### config.mk
export PLATFORM = sky130hd
export DESIGN_NAME = countdown_timer_with_alarm_top
export DESIGN_NICKNAME = d
export VERILOG_FILES = /design/src/hw/rtl/ctim_pkg.sv /design/src/hw/rtl/ctim_in_stage.sv /design/src/hw/rtl/ctim_debounce.sv /design/src/hw/rtl/ctim_core.sv /design/src/hw/rtl/ctim_out_stage.sv /design/src/hw/rtl/countdown_timer_with_alarm_top.sv
export SDC_FILE = /design/constraint.sdc
export NUM_CORES = 1
export LEC_CHECK = 0
export ABC_AREA = 1
export BUFFER_PORTS_ARGS = -buffer_cell sky130_fd_sc_hd__buf_2
export CELL_PAD_IN_SITES_DETAIL_PLACEMENT = 0
export CELL_PAD_IN_SITES_GLOBAL_PLACEMENT = 2
export CORE_MARGIN = 1
export CORE_UTILIZATION = 39
export CTS_CLUSTER_SIZE = 16
export DETAILED_ROUTE_END_ITERATION = 10
export HOLD_SLACK_MARGIN = 0.1
export PLACE_DENSITY = 0.88
export SKIP_LAST_GASP = 1
export SLEW_MARGIN = 20
export SYNTH_ARGS = -nofsm -noshare
export SYNTH_HDL_FRONTEND = slang
export SYNTH_SLANG_ARGS = --single-unit
### constraint.sdc
create_clock -name clk_i -period 6.9 [get_ports clk_i]
set_input_delay 1.38 -clock clk_i [delete_from_list [all_inputs] [get_ports clk_i]]
set_output_delay 1.38 -clock clk_i [all_outputs]
set_load 0.005 [all_outputs]
### src/hw/rtl/ctim_pkg.sv
// ctim_pkg: shared types and constants for the countdown timer with alarm
// payload structs for both channels, mode codes, register indexes, stage bundles
// no dependencies
`default_nettype none

package ctim_pkg;

  localparam int unsigned DUR_W      = 26;
  localparam int unsigned CFG_IDX_W  = 1;
  localparam int unsigned CFG_DATA_W = 16;

  localparam logic [9:0]       DEBOUNCE_RESET = 10'd50;
  localparam logic [15:0]      BLINK_RESET    = 16'd500;
  localparam logic [9:0]       MS_PER_SEC     = 10'd1000;
  localparam logic [DUR_W-1:0] ROUND_UP_MS    = 26'd999;

  // ceil(2^32 / 125), exact for 23-bit dividends
  localparam logic [25:0]  DIV125_RECIP = 26'd34359739;
  localparam int unsigned  DIV125_SHIFT = 32;

  localparam logic [CFG_IDX_W-1:0] REG_DEBOUNCE = 1'b0;
  localparam logic [CFG_IDX_W-1:0] REG_BLINK    = 1'b1;

  typedef enum logic [1:0] {
    MODE_REST  = 2'd0,
    MODE_COUNT = 2'd1,
    MODE_ALARM = 2'd2
  } mode_e;

  typedef struct packed {
    logic [31:0] now_ms;
    logic        start_level;
    logic        stop_level;
    logic        command_valid;
    logic [15:0] new_seconds;
  } in_item_t;

  typedef struct packed {
    logic [1:0]  mode;
    logic [15:0] seconds_remaining;
    logic        alarm_led;
  } out_item_t;

  // poll after input registration, with the command already scaled to ms
  typedef struct packed {
    logic [31:0]      now_ms;
    logic             start_level;
    logic             stop_level;
    logic             load;
    logic [15:0]      cmd_secs;
    logic [DUR_W-1:0] cmd_ms;
  } poll_t;

  // timer state seen by the output stage; rem_div means rem_val still needs /1000
  typedef struct packed {
    mode_e            mode;
    logic             alarm_led;
    logic [DUR_W-1:0] rem_val;
    logic             rem_div;
  } core_state_t;

endpackage

`default_nettype wire

### src/hw/rtl/ctim_in_stage.sv
// ctim_in_stage: input register of the timer pipeline
// scales a nonzero duration command to milliseconds; uses ctim_pkg
`default_nettype none

module ctim_in_stage (
  input  wire logic             clk_i,
  input  wire logic             rst_ni,
  input  wire logic             in_valid_i,
  output logic                  in_stall_o,
  input  wire ctim_pkg::in_item_t in_data_i,
  output logic                  valid_o,
  input  wire logic             ready_i,
  output ctim_pkg::poll_t       poll_o
);

  logic            valid_q;
  logic            valid_d;
  ctim_pkg::poll_t poll_q;
  ctim_pkg::poll_t poll_d;
  logic            ready;
  logic            take;

  assign ready      = !valid_q || ready_i;
  assign in_stall_o = !ready;
  assign take       = in_valid_i && ready;

  always_comb begin
    valid_d = valid_q;
    if (ready) begin
      valid_d = in_valid_i;
    end
    poll_d.now_ms      = in_data_i.now_ms;
    poll_d.start_level = in_data_i.start_level;
    poll_d.stop_level  = in_data_i.stop_level;
    poll_d.load        = in_data_i.command_valid && (in_data_i.new_seconds != 16'd0);
    poll_d.cmd_secs    = in_data_i.new_seconds;
    poll_d.cmd_ms      = ctim_pkg::DUR_W'(in_data_i.new_seconds)
                         * ctim_pkg::DUR_W'(ctim_pkg::MS_PER_SEC);
  end

  always_ff @(posedge clk_i or negedge rst_ni) begin
    if (!rst_ni) begin
      valid_q <= 1'b0;
    end else begin
      valid_q <= valid_d;
    end
  end

  always_ff @(posedge clk_i) begin
    if (take) begin
      poll_q <= poll_d;
    end
  end

  assign valid_o = valid_q;
  assign poll_o  = poll_q;

endmodule

`default_nettype wire

### src/hw/rtl/ctim_debounce.sv
// ctim_debounce: one button debouncer with press detect
// accepted level and time stamp of the last accepted change; no dependencies
`default_nettype none

module ctim_debounce (
  input  wire logic        clk_i,
  input  wire logic        rst_ni,
  input  wire logic        en_i,
  input  wire logic        level_i,
  input  wire logic [31:0] now_i,
  input  wire logic [9:0]  debounce_i,
  output logic             press_o
);

  logic        state_q;
  logic [31:0] stamp_q;
  logic [31:0] since;
  logic        take;

  // wrapping difference since the last accepted change
  assign since   = now_i - stamp_q;
  assign take    = (level_i != state_q) && (since >= {22'd0, debounce_i});
  assign press_o = take && level_i;

  always_ff @(posedge clk_i or negedge rst_ni) begin
    if (!rst_ni) begin
      state_q <= 1'b0;
      stamp_q <= 32'd0;
    end else if (en_i && take) begin
      state_q <= level_i;
      stamp_q <= now_i;
    end
  end

endmodule

`default_nettype wire

### src/hw/rtl/ctim_core.sv
// ctim_core: timer state, configuration registers and mode sequencing
// uses ctim_debounce and ctim_pkg
`default_nettype none

module ctim_core (
  input  wire logic                                clk_i,
  input  wire logic                                rst_ni,
  input  wire logic                                cfg_we_i,
  input  wire logic [ctim_pkg::CFG_IDX_W-1:0]      cfg_idx_i,
  input  wire logic [ctim_pkg::CFG_DATA_W-1:0]     cfg_wdata_i,
  input  wire logic                                valid_i,
  output logic                                     ready_o,
  input  wire ctim_pkg::poll_t                     poll_i,
  output logic                                     valid_o,
  input  wire logic                                ready_i,
  output ctim_pkg::core_state_t                    state_o
);

  localparam int unsigned DW = ctim_pkg::DUR_W;

  logic [9:0]  debounce_q;
  logic [15:0] blink_ms_q;

  logic                  valid_q;
  logic                  adv;
  ctim_pkg::mode_e       mode_q, mode_d;
  logic                  led_q, led_d;
  logic [DW-1:0]         dur_q, dur_d;
  logic [DW-1:0]         rem_val_q, rem_val_d;
  logic                  rem_div_q, rem_div_d;
  logic [31:0]           cstart_q, cstart_d;
  logic [31:0]           blink_q, blink_d;

  logic        start_pr;
  logic        stop_pr;
  logic [31:0] elapsed;
  logic        expired;
  logic [DW-1:0] count_left;
  logic [31:0] blink_since;
  logic        blink_due;

  assign ready_o = !valid_q || ready_i;
  assign adv     = valid_i && ready_o;

  ctim_debounce u_start_db (
    .clk_i      (clk_i),
    .rst_ni     (rst_ni),
    .en_i       (adv),
    .level_i    (poll_i.start_level),
    .now_i      (poll_i.now_ms),
    .debounce_i (debounce_q),
    .press_o    (start_pr)
  );

  ctim_debounce u_stop_db (
    .clk_i      (clk_i),
    .rst_ni     (rst_ni),
    .en_i       (adv),
    .level_i    (poll_i.stop_level),
    .now_i      (poll_i.now_ms),
    .debounce_i (debounce_q),
    .press_o    (stop_pr)
  );

  always_ff @(posedge clk_i or negedge rst_ni) begin
    if (!rst_ni) begin
      debounce_q <= ctim_pkg::DEBOUNCE_RESET;
      blink_ms_q <= ctim_pkg::BLINK_RESET;
    end else if (cfg_we_i) begin
      case (cfg_idx_i)
        ctim_pkg::REG_DEBOUNCE: debounce_q <= cfg_wdata_i[9:0];
        ctim_pkg::REG_BLINK:    blink_ms_q <= cfg_wdata_i[15:0];
        default: ;
      endcase
    end
  end

  // a command takes effect before the mode step, in any mode
  assign dur_d       = poll_i.load ? poll_i.cmd_ms : dur_q;
  assign elapsed     = poll_i.now_ms - cstart_q;
  assign expired     = elapsed >= {6'd0, dur_d};
  // only used while elapsed < duration, so the low bits suffice
  assign count_left  = dur_d - elapsed[DW-1:0] + ctim_pkg::ROUND_UP_MS;
  assign blink_since = poll_i.now_ms - blink_q;
  assign blink_due   = blink_since >= {16'd0, blink_ms_q};

  always_comb begin
    mode_d    = mode_q;
    led_d     = led_q;
    cstart_d  = cstart_q;
    blink_d   = blink_q;
    rem_val_d = rem_val_q;
    rem_div_d = rem_div_q;
    if (poll_i.load) begin
      rem_val_d = DW'(poll_i.cmd_secs);
      rem_div_d = 1'b0;
    end
    case (mode_q)
      ctim_pkg::MODE_COUNT: begin
        if (stop_pr) begin
          rem_val_d = '0;
          rem_div_d = 1'b0;
          mode_d    = ctim_pkg::MODE_REST;
        end else if (expired) begin
          rem_val_d = '0;
          rem_div_d = 1'b0;
          mode_d    = ctim_pkg::MODE_ALARM;
          blink_d   = poll_i.now_ms;
        end else begin
          rem_val_d = count_left;
          rem_div_d = 1'b1;
        end
      end
      ctim_pkg::MODE_ALARM: begin
        if (stop_pr) begin
          led_d  = 1'b0;
          mode_d = ctim_pkg::MODE_REST;
        end else if (blink_due) begin
          led_d   = !led_q;
          blink_d = poll_i.now_ms;
        end
      end
      default: begin
        mode_d = ctim_pkg::MODE_REST;
        led_d  = 1'b0;
        if (start_pr && (dur_d != '0)) begin
          mode_d    = ctim_pkg::MODE_COUNT;
          rem_val_d = dur_d;
          rem_div_d = 1'b1;
          cstart_d  = poll_i.now_ms;
        end
      end
    endcase
  end

  always_ff @(posedge clk_i or negedge rst_ni) begin
    if (!rst_ni) begin
      valid_q   <= 1'b0;
      mode_q    <= ctim_pkg::MODE_REST;
      led_q     <= 1'b0;
      dur_q     <= '0;
      rem_val_q <= '0;
      rem_div_q <= 1'b0;
      cstart_q  <= 32'd0;
      blink_q   <= 32'd0;
    end else begin
      if (ready_o) begin
        valid_q <= valid_i;
      end
      if (adv) begin
        mode_q    <= mode_d;
        led_q     <= led_d;
        dur_q     <= dur_d;
        rem_val_q <= rem_val_d;
        rem_div_q <= rem_div_d;
        cstart_q  <= cstart_d;
        blink_q   <= blink_d;
      end
    end
  end

  // the state registers always hold the state left by the beat in this stage
  assign valid_o           = valid_q;
  assign state_o.mode      = mode_q;
  assign state_o.alarm_led = led_q;
  assign state_o.rem_val   = rem_val_q;
  assign state_o.rem_div   = rem_div_q;

endmodule

`default_nettype wire

### src/hw/rtl/ctim_out_stage.sv
// ctim_out_stage: seconds conversion and result register
// divides by 1000 as a shift by 3 and a reciprocal multiply by 125; uses ctim_pkg
`default_nettype none

module ctim_out_stage (
  input  wire logic                  clk_i,
  input  wire logic                  rst_ni,
  input  wire logic                  valid_i,
  output logic                       ready_o,
  input  wire ctim_pkg::core_state_t state_i,
  output logic                       out_valid_o,
  input  wire logic                  out_stall_i,
  output ctim_pkg::out_item_t        out_data_o
);

  localparam int unsigned QW = ctim_pkg::DUR_W - 3;
  localparam int unsigned PW = QW + 26;

  logic                valid_q;
  ctim_pkg::out_item_t data_q;
  ctim_pkg::out_item_t data_d;
  logic [PW-1:0]       prod;
  logic                take;

  assign ready_o = !valid_q || !out_stall_i;
  assign take    = valid_i && ready_o;

  assign prod = PW'(state_i.rem_val[ctim_pkg::DUR_W-1:3]) * PW'(ctim_pkg::DIV125_RECIP);

  always_comb begin
    data_d.mode      = state_i.mode;
    data_d.alarm_led = state_i.alarm_led;
    if (state_i.rem_div) begin
      data_d.seconds_remaining = prod[ctim_pkg::DIV125_SHIFT +: 16];
    end else begin
      data_d.seconds_remaining = state_i.rem_val[15:0];
    end
  end

  always_ff @(posedge clk_i or negedge rst_ni) begin
    if (!rst_ni) begin
      valid_q <= 1'b0;
    end else if (ready_o) begin
      valid_q <= valid_i;
    end
  end

  always_ff @(posedge clk_i) begin
    if (take) begin
      data_q <= data_d;
    end
  end

  assign out_valid_o = valid_q;
  assign out_data_o  = data_q;

endmodule

`default_nettype wire

### src/hw/rtl/countdown_timer_with_alarm_top.sv
// countdown_timer_with_alarm_top: debounced countdown timer with blinking alarm
// uses ctim_in_stage, ctim_core, ctim_debounce, ctim_out_stage, ctim_pkg
//
//   channel  direction  handshake               payload
//   in       input      in_valid_i / in_stall_o   in_data_i   (ctim_pkg::in_item_t)
//   out      output     out_valid_o / out_stall_i out_data_o  (ctim_pkg::out_item_t)
//   cfg      input      cfg_we_i                  cfg_idx_i, cfg_wdata_i
//
// three register stages: input register, timer state, result register
// one poll per cycle unless a stalled output backs the stages up
// the timer state loop (debounce, mode step) closes inside ctim_core
// a stalled output holds its beat; free stages upstream still fill
// reset clears all valids, the timer state and the configuration registers to their defaults
`default_nettype none

module countdown_timer_with_alarm_top (
  input  wire logic                             clk_i,
  input  wire logic                             rst_ni,
  input  wire logic                             in_valid_i,
  output logic                                  in_stall_o,
  input  wire ctim_pkg::in_item_t               in_data_i,
  output logic                                  out_valid_o,
  input  wire logic                             out_stall_i,
  output ctim_pkg::out_item_t                   out_data_o,
  input  wire logic                             cfg_we_i,
  input  wire logic [ctim_pkg::CFG_IDX_W-1:0]   cfg_idx_i,
  input  wire logic [ctim_pkg::CFG_DATA_W-1:0]  cfg_wdata_i
);

  logic                  poll_valid;
  logic                  poll_ready;
  ctim_pkg::poll_t       poll;
  logic                  st_valid;
  logic                  st_ready;
  ctim_pkg::core_state_t st;

  ctim_in_stage u_in (
    .clk_i      (clk_i),
    .rst_ni     (rst_ni),
    .in_valid_i (in_valid_i),
    .in_stall_o (in_stall_o),
    .in_data_i  (in_data_i),
    .valid_o    (poll_valid),
    .ready_i    (poll_ready),
    .poll_o     (poll)
  );

  ctim_core u_core (
    .clk_i       (clk_i),
    .rst_ni      (rst_ni),
    .cfg_we_i    (cfg_we_i),
    .cfg_idx_i   (cfg_idx_i),
    .cfg_wdata_i (cfg_wdata_i),
    .valid_i     (poll_valid),
    .ready_o     (poll_ready),
    .poll_i      (poll),
    .valid_o     (st_valid),
    .ready_i     (st_ready),
    .state_o     (st)
  );

  ctim_out_stage u_out (
    .clk_i       (clk_i),
    .rst_ni      (rst_ni),
    .valid_i     (st_valid),
    .ready_o     (st_ready),
    .state_i     (st),
    .out_valid_o (out_valid_o),
    .out_stall_i (out_stall_i),
    .out_data_o  (out_data_o)
  );

endmodule

`default_nettype wire

==> results.json, run 1 <==
{
  "outcome": "completed",
  "drt_first_iter_violations": 1950,
  "cts-htree-levels": 2,
  "fin_crit_sh": 0.9431,
  "fin_ws_ns": 0.3924,
  "max-slew-margin-rel": 0.2708,
  "reg2reg_to": "u_out.out_data_o[13]",
  "final_common_cell": "nand2_1",
  "ff2ff_path_depth": 21,
  "cpMaxStageDelayCell": "fa_1",
  "layout_common_cells": "nand2_1, inv_1, ha_1",
  "final-hold-violation-count": 0,
  "maxCapViolCount": 0,
  "grt_pass1_vias": 30880,
  "gp_congestion": 0.9663,
  "grt-ovfl-total": 0,
  "r2r_start": "u_core.rem_val_q[23]",
  "grt_max_degree": 125,
  "ys_seq_area_frac": 0.2252,
  "grt_pass1_wl_um": 182000,
  "ios": 94,
  "placed_cell_area_sq_mm": 0.03815,
  "finalInstanceArea_sq_mm": 0.03962,
  "syn_inst": 4751,
  "setup_viol": 0,
  "crit_family": "adder cells",
  "path_class": "flop to flop",
  "cpMostUsedCell": "fa_1",
  "cp_data_arrival_time_ns": 6.85,
  "end_kind": "flop",
  "drc": 0,
  "rsz0062_at_grt": "no",
  "track_usage": 0.2528,
  "crit_required_ns": 7.24,
  "skew_ns": 0.02123,
  "final_max_slew_viol_count": 0,
  "clockBufferDepth": 3,
  "tightest_slew_ns": 1.094,
  "setup-tns-final_ns": 0,
  "synth.ff_latch_count": 306,
  "root_buffer": "clkbuf_16",
  "final_net_count": 5726,
  "critPathBufInv": 4,
  "clock_latency_ns": 0.60,
  "cts_tree": "done",
  "area_growth_pct": 9.841,
  "startpoint_type": "flop",
  "ys_top_cells_by_area": "ha_1, dfrtp_1, fa_1",
  "start_util": 0.3935,
  "cts.sinks": 306,
  "startpoint": "u_core.rem_val_q[23]",
  "endpoint": "u_out.out_data_o[13]",
  "core_sq_mm": 0.09166,
  "viasPerCell": 5.102,
  "die_h_um": 306.1,
  "r2r_setup_slack_ns": 0.39,
  "synth_warnings": 0,
  "ant_nets": 0,
  "fin_util": 0.4322,
  "cp.depth": 21,
  "synth_async_sr_flop_share": 0.7026,
  "synth.top_cell.area_share": 0.1842,
  "syn_area_per_cell_sq_um": 7.592,
  "num-fill-cells": 9613,
  "synth-edff-count": 91,
  "slowest_delay_ns": 0.58,
  "wl_um": 117400,
  "yosysTopAreaCell": "ha_1",
  "syn-cell-area_sq_mm": 0.03607,
  "fmax_mhz": 153.7,
  "dp_slack_ns": 0.2119,
  "wire_per_inst_um": 19.25,
  "hold_path_class": "flop to flop",
  "num_rows": 111,
  "hold_buffers": 0,
  "dieArea_sq_mm": 0.09371,
  "die-width_um": 306.1,
  "dp_hpwl_um": 97940,
  "portBuffers": 93,
  "drt-pass1-iter-count": 8,
  "num_vias": 31130,
  "path_cells": "fa_1 > inv_1 > fa_1 > fa_1 > inv_1 > fa_1 > fa_1 > fa_1 > inv_1 > fa_1 > inv_1 > ha_1 > a21oi_1 > o21ai_0 > a21oi_1 > o2111ai_2 > nand3_1 > o2111ai_1 > or2_2 > nand3_1 > o21ai_0",
  "drive_gt1_frac": 0.06247,
  "synth_nets": 5596,
  "min_period_ns": 6.508,
  "hold_depth": 2,
  "synthFlopType": "dfrtp_1",
  "synth_cell_types": 54,
  "clk_pin_slew_worst_paths_ns": 0.06,
  "antenna_found_initial": 6,
  "cts_buffers": 41,
  "cp_max_fo": 8
}
## synthesized netlist by cell type (6+ instances only)
master and n:
nand2_1 1053, inv_1 869, ha_1 531, nor2_1 407, a21oi_1 309, o21ai_0 278, fa_1 241, nand3_1 229
dfrtp_1 206, edfxtp_1 91, xor2_1 78, nand4_1 42, nor3_1 40, xnor2_1 40, clkbuf_1 35, o21ai_1 34
a21o_1 23, or2_2 22, o21bai_1 19, nand3b_1 18, nor4_1 16, inv_2 15, a31oi_1 14, o21a_1 14
buf_2 13, buf_4 10, or2_1 10, dfstp_2 9, buf_6 8, o211ai_1 8, a211oi_1 6, a21boi_0 6
## what timing repair did
item,in CTS,in global routing
endpoints found under the setup margin,0,5
gates resized for setup,0,8
buffers inserted,0,3
## cell type report
type / instances / area, sq um / share of cell area
antenna: 1 / 2.502 / 0.00006316
timing repair buffer: 158 / 975.9 / 0.02463
clock inverter: 26 / 290.3 / 0.007326
inverter: 884 / 3322 / 0.08384
multi-input combinational: 3490 / 24280 / 0.6129
clock buffer: 50 / 1134 / 0.02861
sequential: 306 / 8129 / 0.2052
tap: 1186 / 1484 / 0.03745
## routing by layer
metal  routed length (um)  global-route usage
met4                 3602             0.07349
met5                   26                   0
met3                 5365             0.02779
met2                54580              0.4227
met1                53860              0.3438
## worst min-delay path by stage
| stage | from | slack (ns) | endpoint |
|---|---|---|---|
| after floorplan | u_core.blink_q[10] | 0.44 | u_core.blink_q[10] |
| after global placement | u_core.blink_q[11] | 0.45 | u_core.blink_q[11] |
| after detailed placement | u_core.blink_q[1] | 0.46 | u_core.blink_q[1] |
| after CTS | u_core.blink_q[1] | 0.47 | u_core.blink_q[1] |
| after global routing | u_core.blink_q[26] | 0.49 | u_core.blink_q[26] |
| final | u_core.blink_q[1] | 0.47 | u_core.blink_q[1] |
## stage by stage
stage | std cells | hold WS, ns
2_1_floorplan | 4751 | 0.4419
3_3_place_gp | 6021 | 0.4537
3_5_place_dp | 6021 | 0.4588
4_1_cts | 6097 | 0.4737
5_1_grt | 6100 | 0.4948
6_report | 6101 | 0.4701
## logic make-up (layout without fill, tap and decap cells)
family / after synthesis / in the layout / share of synthesized area
buffers and inverters: 955 / 1118 / 0.1025
other: 0 / 1 / 0
adder cells (fa/ha/maj): 772 / 772 / 0.3179
flip-flops: 306 / 306 / 0.2252
AO/OA/AOI/OAI: 739 / 739 / 0.1112
AND/OR/NAND/NOR: 1861 / 1861 / 0.2144
XOR/XNOR: 118 / 118 / 0.02865
## registers in the layout, indices dropped and copies added (netlist names), 2 cells and up
name,cells
u_core.u_stop_db.stamp_q,32
u_core.mode_q,2
u_core.rem_val_q,26
u_core.cstart_q,32
u_core.blink_ms_q,16
u_out.out_data_o,19
u_core.u_start_db.stamp_q,32
u_core.blink_q,32
u_in.poll_o,72
u_core.dur_q,26
u_core.debounce_q,10
## worst reg2reg max path, stage by stage, from the launching register on
cell and delay [ns]:
dfrtp_1 0.50, fa_1 0.59, inv_1 0.05, fa_1 0.48, fa_1 0.55, inv_1 0.05, fa_1 0.50, fa_1 0.51
fa_1 0.55, inv_1 0.05, fa_1 0.53, inv_1 0.04, ha_1 0.32, a21oi_1 0.23, o21ai_0 0.18, a21oi_1 0.22
o2111ai_2 0.20, nand3_1 0.13, o2111ai_1 0.14, or2_2 0.30, nand3_1 0.06, o21ai_0 0.07
Power of run 1 is not shown: default switching activity piles up to over one toggle a cycle in this logic, so the estimate is an artifact.
==> inputs of run 2 (changes only) <==
--- a/config.mk
+++ b/config.mk
@@ -10,7 +10,7 @@
 export CELL_PAD_IN_SITES_DETAIL_PLACEMENT = 0
 export CELL_PAD_IN_SITES_GLOBAL_PLACEMENT = 2
 export CORE_MARGIN = 1
-export CORE_UTILIZATION = 39
+export CORE_UTILIZATION = 38
 export CTS_CLUSTER_SIZE = 16
 export DETAILED_ROUTE_END_ITERATION = 10
 export HOLD_SLACK_MARGIN = 0.1
@@ -19,4 +19,5 @@
 export SLEW_MARGIN = 20
 export SYNTH_ARGS = -nofsm -noshare
 export SYNTH_HDL_FRONTEND = slang
+export SYNTH_HIERARCHICAL = 1
 export SYNTH_SLANG_ARGS = --single-unit
==> results.json, run 2 <==
{
  "fin_ws_ns": 0.8888,
  "syn_area_per_cell_sq_um": 7.077,
  "synth_commonest_cells": "nand2_1, inv_1, ha_1",
  "num_rows": 116,
  "path_cells": "ha_1 > inv_1 > fa_1 > inv_1 > fa_1 > fa_1 > fa_1 > fa_1 > inv_1 > fa_1 > inv_1 > ha_1 > nand2_1 > nor2_1 > inv_1 > nor2_1 > nand2_1 > nor2_1 > nand2_1 > nand3_1 > nand2_1 > nand3_1 > nand2_1",
  "wl_um": 123600,
  "cpMostUsedCell": "fa_1",
  "root_buffer": "clkbuf_16",
  "dieArea_sq_mm": 0.1029,
  "cp_data_arrival_time_ns": 6.38,
  "final_max_slew_viol_count": 0,
  "drt-pass1-iter-count": 5,
  "wire_per_inst_um": 17.81,
  "grt-ovfl-total": 0,
  "setup_viol": 0,
  "crit_family": "adder cells",
  "synth.top_cell.area_share": 0.1704,
  "syn_inst": 5456,
  "start_util": 0.3844,
  "layout_common_cells": "nand2_1, inv_1, ha_1",
  "die-width_um": 320.8,
  "cp_max_fo": 11,
  "final-hold-violation-count": 0,
  "end_kind": "flop",
  "yosysTopAreaCell": "ha_1",
  "gp_congestion": 0.9242,
  "drive_gt1_frac": 0.05678,
  "synth.ff_latch_count": 306,
  "post_cts_buffers": 0,
  "portBuffers": 93,
  "cts-htree-levels": 2,
  "dp_hpwl_um": 102000,
  "ys_seq_area_frac": 0.2104,
  "synth_async_sr_flop_share": 0.7026,
  "final_net_count": 6390,
  "fin_util": 0.4190,
  "area_growth_pct": 8.996,
  "cts_buffers": 41,
  "die_h_um": 320.8,
  "max-slew-margin-rel": 0.2990,
  "grt_pass1_vias": 33460,
  "fin_crit_sh": 0.8712,
  "clock_latency_ns": 0.62,
  "startpoint_type": "flop",
  "synth_cell_types": 56,
  "skew_ns": 0.02588,
  "cts_resized": 0,
  "crit_required_ns": 7.26,
  "drc": 0,
  "viasPerCell": 4.850,
  "ys_top_cells_by_area": "ha_1, nand2_1, dfrtp_1",
  "final_common_cell": "nand2_1",
  "syn-cell-area_sq_mm": 0.03861,
  "synthFlopType": "dfrtp_1",
  "largest_reg_flops": 72,
  "hold_path_class": "flop to flop",
  "outcome": "completed",
  "cpMaxStageDelayCell": "dfrtp_1",
  "hold_buffers": 0,
  "tightest_slew_ns": 1.052,
  "ios": 94,
  "synth-edff-count": 91,
  "setup-tns-final_ns": 0,
  "grt_pass1_wl_um": 194300,
  "grt_max_degree": 121,
  "min_period_ns": 6.011,
  "maxCapViolCount": 0,
  "ant_nets": 0,
  "core_sq_mm": 0.1004,
  "fmax_mhz": 166.4,
  "rsz0062_at_grt": "no",
  "track_usage": 0.2441,
  "synth_warnings": 6,
  "path_class": "flop to flop",
  "cts_tree": "done",
  "cts.sinks": 306,
  "slowest_delay_ns": 0.69,
  "antenna_found_initial": 8,
  "yosysMostFrequentCell": "nand2_1",
  "clockBufferDepth": 3,
  "num_vias": 33660,
  "critPathBufInv": 5,
  "dp_slack_ns": 0.8747,
  "drt_first_iter_violations": 2328,
  "clk_pin_slew_worst_paths_ns": 0.07
}
## run 2: cell type report
class	instances	area, sq um
antenna	1	2.502
multi-input combinational	3893	25660
tap	1357	1698
clock inverter	27	279.0
inverter	1170	4392
sequential	306	8124
fill	10730	58350
clock buffer	49	1109
timing repair buffer	138	825.8
## run 2: worst min-delay path, cell delays in order (launching register included)
cell,delay [ns]
dfrtp_1,0.34
nand2_1,0.05
nand2_1,0.04
## run 2: stage by stage
stage,hold WS [ns],instance area (sq um),cells
2_1_floorplan,0.4419,38620,5458
3_3_place_gp,0.4527,40700,6864
3_5_place_dp,0.4581,40700,6864
4_1_cts,0.4715,42080,6940
5_1_grt,0.4869,42080,6940
6_report,0.4676,42090,6941
## run 2: cell families after synthesis
logic type	after synthesis	synth area share
simple gates	2473	0.2680
buf+inv	1259	0.1259
fa+ha+maj	767	0.2954
compound gates	548	0.07677
flops	306	0.2104
xor+xnor	95	0.02155
mux	7	0.001847
other cells	1	0.00009712
## run 2: path summary, 6_finish.rpt
path / startpoint / to / slack, ns / cells past startpoint
worst max-delay path: u_core/rem_val_q[14] / u_out/out_data_o[16] / 0.89 / 23
worst min-delay path: u_core/u_stop_db/stamp_q[2] / u_core/u_stop_db/stamp_q[2] / 0.47 / 2
worst max register to register: u_core/rem_val_q[14] / u_out/out_data_o[16] / 0.89 / 23
worst min register to register: u_core/u_stop_db/stamp_q[2] / u_core/u_stop_db/stamp_q[2] / 0.47 / 2
max in group asynchronous: rst_ni / u_core/dur_q[7] / 4.91 / 2
min in group asynchronous: rst_ni / u_core/debounce_q[0] / 0.76 / 1
## run 2: metal layers
| metal | vias up | share of wire | GRT usage |
|---|---|---|---|
| li1 | 17130 | - | - |
| met1 | 15820 | 0.48 | 0.3440 |
| met2 | 595 | 0.46 | 0.4030 |
| met3 | 116 | 0.038 | 0.02444 |
| met4 | 0 | 0.020 | 0.05093 |
| met5 | - | 0 | 0 |
Power of run 2 is left out for the same reason.
